`src/rtl/core/fsc_pkg.sv`:
```
// shared types, constants and lookup functions for the filename sanity checker
// depends on nothing; imported by every module of the block
package fsc_pkg;

  localparam int NUM_RESERVED = 22;
  localparam int POS_W        = 3;
  localparam logic [POS_W-1:0] POS_SAT = POS_W'(5);
  localparam logic [7:0] CHR_DOT   = 8'h2e;
  localparam logic [7:0] CHR_SLASH = 8'h2f;
  localparam logic [7:0] CTRL_MAX  = 8'd31;

  typedef enum logic [2:0] {
    RSN_OK        = 3'd0,
    RSN_DOT       = 3'd1,
    RSN_RESERVED  = 3'd2,
    RSN_SLASH     = 3'd3,
    RSN_FORBIDDEN = 3'd4
  } reason_t;

  typedef struct packed {
    logic [7:0] char_byte;
    logic       has_byte;
    logic       last;
  } item_t;

  typedef struct packed {
    logic    sane;
    reason_t reject_reason;
  } result_t;

  // reserved device names, one entry per name, unused tail bytes are zero
  localparam logic [7:0] RES_TEXT [NUM_RESERVED][4] = '{
    '{"C", "O", "N", 8'h00}, '{"P", "R", "N", 8'h00},
    '{"A", "U", "X", 8'h00}, '{"N", "U", "L", 8'h00},
    '{"C", "O", "M", "1"}, '{"C", "O", "M", "2"}, '{"C", "O", "M", "3"},
    '{"C", "O", "M", "4"}, '{"C", "O", "M", "5"}, '{"C", "O", "M", "6"},
    '{"C", "O", "M", "7"}, '{"C", "O", "M", "8"}, '{"C", "O", "M", "9"},
    '{"L", "P", "T", "1"}, '{"L", "P", "T", "2"}, '{"L", "P", "T", "3"},
    '{"L", "P", "T", "4"}, '{"L", "P", "T", "5"}, '{"L", "P", "T", "6"},
    '{"L", "P", "T", "7"}, '{"L", "P", "T", "8"}, '{"L", "P", "T", "9"}
  };

  function automatic logic [POS_W-1:0] res_len(input int idx);
    return (idx < 4) ? POS_W'(3) : POS_W'(4);
  endfunction

  function automatic logic [7:0] to_upper(input logic [7:0] b);
    return (b >= 8'h61 && b <= 8'h7a) ? (b - 8'd32) : b;
  endfunction

  function automatic logic is_forbidden(input logic [7:0] b);
    return (b <= CTRL_MAX) || (b == 8'h3c) || (b == 8'h3e) || (b == 8'h3a) ||
           (b == 8'h22) || (b == 8'h7c) || (b == 8'h3f) || (b == 8'h2a) ||
           (b == 8'h5c);
  endfunction

endpackage

```
`src/rtl/core/fsc_name_scan.sv`:
```
// per-name match state and verdict logic of the filename sanity checker
// depends on fsc_pkg for types, reserved name table and byte classes
module fsc_name_scan
  import fsc_pkg::*;
(
  input  logic    clk,
  input  logic    rst_n,
  input  logic    take,
  input  item_t   item,
  input  logic    os_checks,
  output result_t verdict
);

  logic [POS_W-1:0]        pos_r, pos_nxt, pos_upd;
  logic [NUM_RESERVED-1:0] mask_r, mask_nxt, mask_upd;
  logic [1:0]              rs_r, rs_nxt, rs_upd;
  logic [1:0]              dots_r, dots_nxt, dots_upd;
  logic                    slash_r, slash_nxt, slash_upd;
  logic                    bad_r, bad_nxt, bad_upd;
  logic                    dot_after;
  logic                    is_dot;
  logic                    hit;
  logic [7:0]              up;
  reason_t                 reason;

  always_comb begin
    is_dot    = item.char_byte == CHR_DOT;
    up        = to_upper(item.char_byte);
    dot_after = 1'b0;
    mask_upd  = mask_r;
    pos_upd   = pos_r;
    rs_upd    = rs_r;
    dots_upd  = dots_r;
    slash_upd = slash_r;
    bad_upd   = bad_r;
    if (item.has_byte) begin
      for (int i = 0; i < NUM_RESERVED; i++) begin
        if (mask_r[i]) begin
          if (pos_r < res_len(i)) begin
            if (up != RES_TEXT[i][pos_r[1:0]]) begin
              mask_upd[i] = 1'b0;
            end
          end else begin
            if (pos_r == res_len(i) && is_dot) begin
              dot_after = 1'b1;
            end
            mask_upd[i] = 1'b0;
          end
        end
      end
      if (rs_r == 2'd1 && is_dot) begin
        rs_upd = 2'd2;
      end
      if (dot_after) begin
        rs_upd = 2'd1;
      end
      if (is_dot && dots_r < 2'd2) begin
        dots_upd = dots_r + 2'd1;
      end else begin
        dots_upd = 2'd3;
      end
      if (item.char_byte == CHR_SLASH) begin
        slash_upd = 1'b1;
      end else if (is_forbidden(item.char_byte) && !slash_r) begin
        bad_upd = 1'b1;
      end
      pos_upd = (pos_r < POS_SAT) ? pos_r + POS_W'(1) : POS_SAT;
    end
  end

  always_comb begin
    hit = rs_upd == 2'd1;
    for (int i = 0; i < NUM_RESERVED; i++) begin
      if (mask_upd[i] && res_len(i) == pos_upd) begin
        hit = 1'b1;
      end
    end
    if (dots_upd == 2'd1 || dots_upd == 2'd2) begin
      reason = RSN_DOT;
    end else if (os_checks && hit) begin
      reason = RSN_RESERVED;
    end else if (os_checks && bad_upd) begin
      reason = RSN_FORBIDDEN;
    end else if (slash_upd) begin
      reason = RSN_SLASH;
    end else begin
      reason = RSN_OK;
    end
    verdict.reject_reason = reason;
    verdict.sane          = reason == RSN_OK;
  end

  always_comb begin
    pos_nxt   = pos_r;
    mask_nxt  = mask_r;
    rs_nxt    = rs_r;
    dots_nxt  = dots_r;
    slash_nxt = slash_r;
    bad_nxt   = bad_r;
    if (take) begin
      if (item.last) begin
        pos_nxt   = '0;
        mask_nxt  = '1;
        rs_nxt    = 2'd0;
        dots_nxt  = 2'd0;
        slash_nxt = 1'b0;
        bad_nxt   = 1'b0;
      end else begin
        pos_nxt   = pos_upd;
        mask_nxt  = mask_upd;
        rs_nxt    = rs_upd;
        dots_nxt  = dots_upd;
        slash_nxt = slash_upd;
        bad_nxt   = bad_upd;
      end
    end
  end

  always_ff @(posedge clk) begin
    if (!rst_n) begin
      pos_r   <= '0;
      mask_r  <= '1;
      rs_r    <= 2'd0;
      dots_r  <= 2'd0;
      slash_r <= 1'b0;
      bad_r   <= 1'b0;
    end else begin
      pos_r   <= pos_nxt;
      mask_r  <= mask_nxt;
      rs_r    <= rs_nxt;
      dots_r  <= dots_nxt;
      slash_r <= slash_nxt;
      bad_r   <= bad_nxt;
    end
  end

endmodule

```
`config.mk`:
```
export PLATFORM = sky130hd
export DESIGN_NAME = fsc_name_scan
export DESIGN_NICKNAME = d
export VERILOG_FILES = /design/src/rtl/core/fsc_pkg.sv /design/src/rtl/core/fsc_name_scan.sv
export SDC_FILE = /design/constraint.sdc
export NUM_CORES = 1
export LEC_CHECK = 0
export BUFFER_PORTS_ARGS = -buffer_cell sky130_fd_sc_hd__buf_2
export CAP_MARGIN = 5
export CORE_MARGIN = 4
export CORE_UTILIZATION = 30
export CTS_CLUSTER_DIAMETER = 40
export DETAILED_ROUTE_END_ITERATION = 12
export PLACE_DENSITY_LB_ADDON = 0.08
export RECOVER_POWER = 100
export SYNTH_ARGS = -nofsm -noshare
export SYNTH_HDL_FRONTEND = slang
export SYNTH_SLANG_ARGS = --single-unit
```
`constraint.sdc`:
```
create_clock -name clk -period 8 [get_ports clk]
set_input_delay 1.6 -clock clk [delete_from_list [all_inputs] [get_ports clk]]
set_output_delay 1.6 -clock clk [all_outputs]
set_load 0.1 [all_outputs]
```
# Yosys cells after proc, flatten, opt, wreduce, memory -nomap -nowiden

Index checks and enable logic that the tools add are counted.

Register bits after elaboration: 31
Input port bits: 14
Output and inout port bits: 4

$add $sub $neg: 3
$lt $le $gt $ge: 8
Equality and inequality tests: 40
Multiplexer cells: 252
Bitwise logic cells: 1
Reduce and logical (&&, ||, !) cells: 41

Operators by type and width:

| operator                                                                            | count |
|---|---|
| 8-bit 2-to-1 mux                                                                    | 45 |
| 8-bit binary-select mux with 2-bit select                                           | 22 |
| 8-bit inequality test                                                               | 22 |
| 1-bit 2-to-1 mux                                                                    | 169 |
| 8-bit by 6-bit equality test with 1-bit output, second input constant               | 8 |
| 22-bit 2-to-1 mux                                                                   | 2 |
| 1-bit logical AND                                                                   | 30 |
| 3-bit 2-to-1 mux                                                                    | 6 |
| 8-bit by 7-bit equality test with 1-bit output, second input constant               | 2 |
| 2-bit 2-to-1 mux                                                                    | 8 |
| 1-bit logical OR                                                                    | 9 |
| 8-bit by 7-bit greater-or-equal comparator with 1-bit output, second input constant | 1 |
| 8-bit by 5-bit less-or-equal comparator with 1-bit output, second input constant    | 1 |
| 8-bit by 7-bit less-or-equal comparator with 1-bit output, second input constant    | 1 |
| 8-bit by 6-bit subtractor with 8-bit output, second input constant                  | 1 |
| 2-bit by 1-bit equality test with 1-bit output, second input constant               | 3 |
| 3-bit < comparator, second input constant                                           | 2 |
| 3-bit by 1-bit adder with 3-bit output, second input constant                       | 1 |
| 2-bit by 3-bit equality test with 1-bit output, first input constant                | 1 |
| 3-bit by 2-bit equality test with 1-bit output, second input constant               | 1 |
| 3-bit equality test, first input constant                                           | 1 |
| 3-bit equality test, second input constant                                          | 1 |
| 3-bit greater-or-equal comparator, second input constant                            | 1 |
| 3-bit zero test                                                                     | 1 |
| other kinds (6)                                                                     | 6 |

# Logic depth before layout (Yosys ltp)

Word-level depth: 105
Gate-level depth with buffers: 11
Gate-level depth less buffers: 9

# Least setup slack after synthesis

No wires, ideal clock.

Kind: in2out
Start point: input port item[7] (netlist bit)
End point: output port verdict[0] (netlist bit)
Arrival time: 5,436 ps
Data required time: 6,400 ps
Setup slack: 964 ps
Stages: 9
Path through: clkbuf_1 -> inv_1 -> ha_1 -> o21bai_1 -> o32ai_1 -> nor3_1 -> a41o_1 -> and3_1 -> a211oi_1

RTL lines:

| element         | line                | source |
|---|---|---|
| start, declared | fsc_name_scan.sv:9  | `input item_t item,` |
| end, declared   | fsc_name_scan.sv:11 | `output result_t verdict` |

==> impl_metrics.toml <==
[clock_tree]
holdBufCountCts = 0
cts_tree = "built"
cts_setup_buffers = 0
htreeDepth = 2
cts_sinks = 31
cts_resized = 0
cts_made_buffers = 5
clk_latency_ns = 0.28
cts_max_path_buffers = 2
cts-root-buf = "clkbuf_8"
path_clk_slew_ns = 0.07

[floorplan]
io_pins = 18
die_w_um = 101
core_mm2 = 0.00834
die_y_um = 101
start_util = 0.313
rows = 33
fp.dieArea_mm2 = 0.0103

[synth]
synth_top_area_frac = 0.237
synth_compound_area_frac = 0.312
yosys-top-cells-count = "dfxtp_1, inv_1, o21ai_0"
postSynthAreaPerCell_um2 = 7.47
netlist_area_mm2 = 0.00261
synth-async-reset-ratio = 0
synth-edff-count = 0
synth_seq_area_share = 0.237
yosys.area_share.adder = 0.0335
synth_top_area_cell = "dfxtp_1"
synth_top_family_by_area = "compound AO/OA/AOI/OAI gates"
yosysUniqueCellTypes = 72
yosys_most_used_dff = "dfxtp_1"
synth.area.mux_share = 0
synthTopCellsByArea = "dfxtp_1, o21ai_0, a21oi_1, inv_1, ha_1"
synth.ff_latch_count = 31
synth-simple-area-share = 0.268
synth_cells = 350
syn_nets = 371
synth-xor-area-share = 0.0603
yosysMostFrequentCell = "dfxtp_1"
synth_warnings = 0

[timing]
fmax_mhz = 149
hold_viol = 0
period_needed_ns = 6.72
setup_viol = 0
setup_tns_ns = 0
hold_slack_ns = 0.476
rsz0062_at_grt = "no"
fin_crit_sh = 0.840
drv_slew = 0
worst_slew_pin_slew_ns = 1.16
max_slew_margin = 0.231
skew_ns = 0.00311

[routing]
drtPass1Iterations = 4
viasPerCell = 5.57
drc_errors = 0
drtIter0Drc = 146
drt-total-wl_mm = 7.71
via_count = 2524
ant_nets = 0
wl_per_cell_um = 17.0

[global_route]
grt_usage = 0.155
first_global_vias = 2431
grt_max_degree = 22
grt.overflow.total = 0
grt_pass1_wl_mm = 12.7
antenna_found_initial = 0

[status]
outcome = "completed"

[critical_path]
critPathRequiredTime_ns = 6.40
worst-setup-path-type = "input pin to output pin"
slowest_stage = "clkbuf_1"
crit_top_cell = "clkbuf_1"
end_kind = "output pin"
start_kind = "input pin"
rrSetupSlack_ns = 5.09
crit_buf_inv = 2
arrival_ns = 5.12
cp_cell_sequence = "clkbuf_1 -> or3_1 -> o21ai_0 -> o311a_1 -> or4_1 -> a2bb2oi_1 -> a21oi_2 -> a211o_1 -> clkbuf_1"
cp_max_fo = 19
critPathMaxStageDelay_ns = 0.85
path_delay_family = "buffers and inverters"

[cells_and_area]
post_route_cells_drive_above_1_share = 0.0862
multi_input_area_mm2 = 0.00174
num_antenna_cells = 0
nets = 369
regArea_um2 = 621
fillers = 944
area_delta_synth_final_pct = 6.13

[place]
hpwl_mm = 5.81
gp_congestion = 0.813
io_buffers = 17

[flow_run]
maxCapViolCount = 0

[min_path]
holdCritPathClass = "register to register"

[power_and_ir_drop]
power_per_cell_area_mw_per_mm2 = 139
ir_drop_mv = 0.0577
power_uw = 385
p_leak_nw = 1.14
[sequential cells by signal, indices dropped and copies added, names as in the netlist]
register  cells
slash_r       1
bad_r         1
pos_r         3
mask_r       22
dots_r        2
rs_r          2
[layer usage]
| metal | vias up | track usage | wire length [um] |
|---|---|---|---|
| met5 | - | 0 | 0 |
| met1 | 1217 | 0.204 | 3790 |
| met3 | 7 | 0.0262 | 130 |
| met2 | 20 | 0.267 | 3730 |
| li1 | 1280 | - | - |
| met4 | 0 | 0.0327 | 60 |
[kinds of logic (layout without fill, tap and decap cells)]
logic type,after synthesis,count (layout)
AND/OR/NAND/NOR,120,120
buffers and inverters,56,54
adder cells (fa/ha/maj),7,7
AO/OA/AOI/OAI,118,118
XOR/XNOR,18,18
flip-flops,31,31
[stage by stage]
step	utilization	worst slack (ns)	area (um^2)	instances
2_1_floorplan	-	0.964	2610	350
3_3_place_gp	0.325	2.23	2710	446
3_5_place_dp	0.325	2.20	2710	446
4_1_cts	0.336	2.18	2800	453
5_1_grt	0.333	1.06	2770	453
6_report	0.333	1.28	2770	453
[worst reg2reg max path, delay by kind of cell, from the launching register on]
family                   cells  cell delay, ns
AO/OA/AOI/OAI                3            0.39
adder cells (fa/ha/maj)      1            0.59
flip-flops                   1            0.59
AND/OR/NAND/NOR              4            1.27
[area by class of cell]
type | count | area share
Multi-Input combinational cell | 263 | 0.627
Sequential cell | 31 | 0.224
Tap cell | 105 | 0.0474
Inverter | 29 | 0.0392
Timing Repair Buffer | 18 | 0.0307
Clock buffer | 6 | 0.0298
Clock inverter | 1 | 0.00180
[cells in the final DEF (no fill, tap or decap), types with 3 or more instances in the layout]
master,n
clkbuf_8,6
a31oi_1,6
and4b_1,3
nand2b_1,7
xor2_1,8
buf_2,11
inv_1,28
nor4_1,9
a211oi_1,3
dfxtp_1,31
or2_2,4
nand2_1,20
nor2_1,19
o21a_1,4
nor2b_1,5
xnor2_1,10
nand4_1,3
nand3_1,6
or4_1,4
ha_1,7
clkbuf_1,6
nor3_1,12
and3_1,7
a22oi_1,4
nor3b_1,5
a21boi_0,3
o21ai_0,29
o211ai_1,9
a21oi_1,24
[report_power, final]
part	switching (mW)	internal [mW]	total [mW]
combinational	0.0594	0.0315	0.0908
sequential	0.00705	0.162	0.169
clock	0.0579	0.0674	0.125
total	0.124	0.261	0.385
[final timing paths]
path | from | depth (start not counted) | end
worst max register to register | pos_r[1]$_SDFFE_PN0P_ | 8 | mask_r[18]$_SDFFE_PN1P_
worst max-delay path | item[4] | 9 | verdict[1]
worst min register to register | rs_r[0]$_SDFFE_PN0P_ | 2 | rs_r[0]$_SDFFE_PN0P_
worst min-delay path | rs_r[0]$_SDFFE_PN0P_ | 2 | rs_r[0]$_SDFFE_PN0P_
Note: power is estimated with default switching activity, not from simulation.
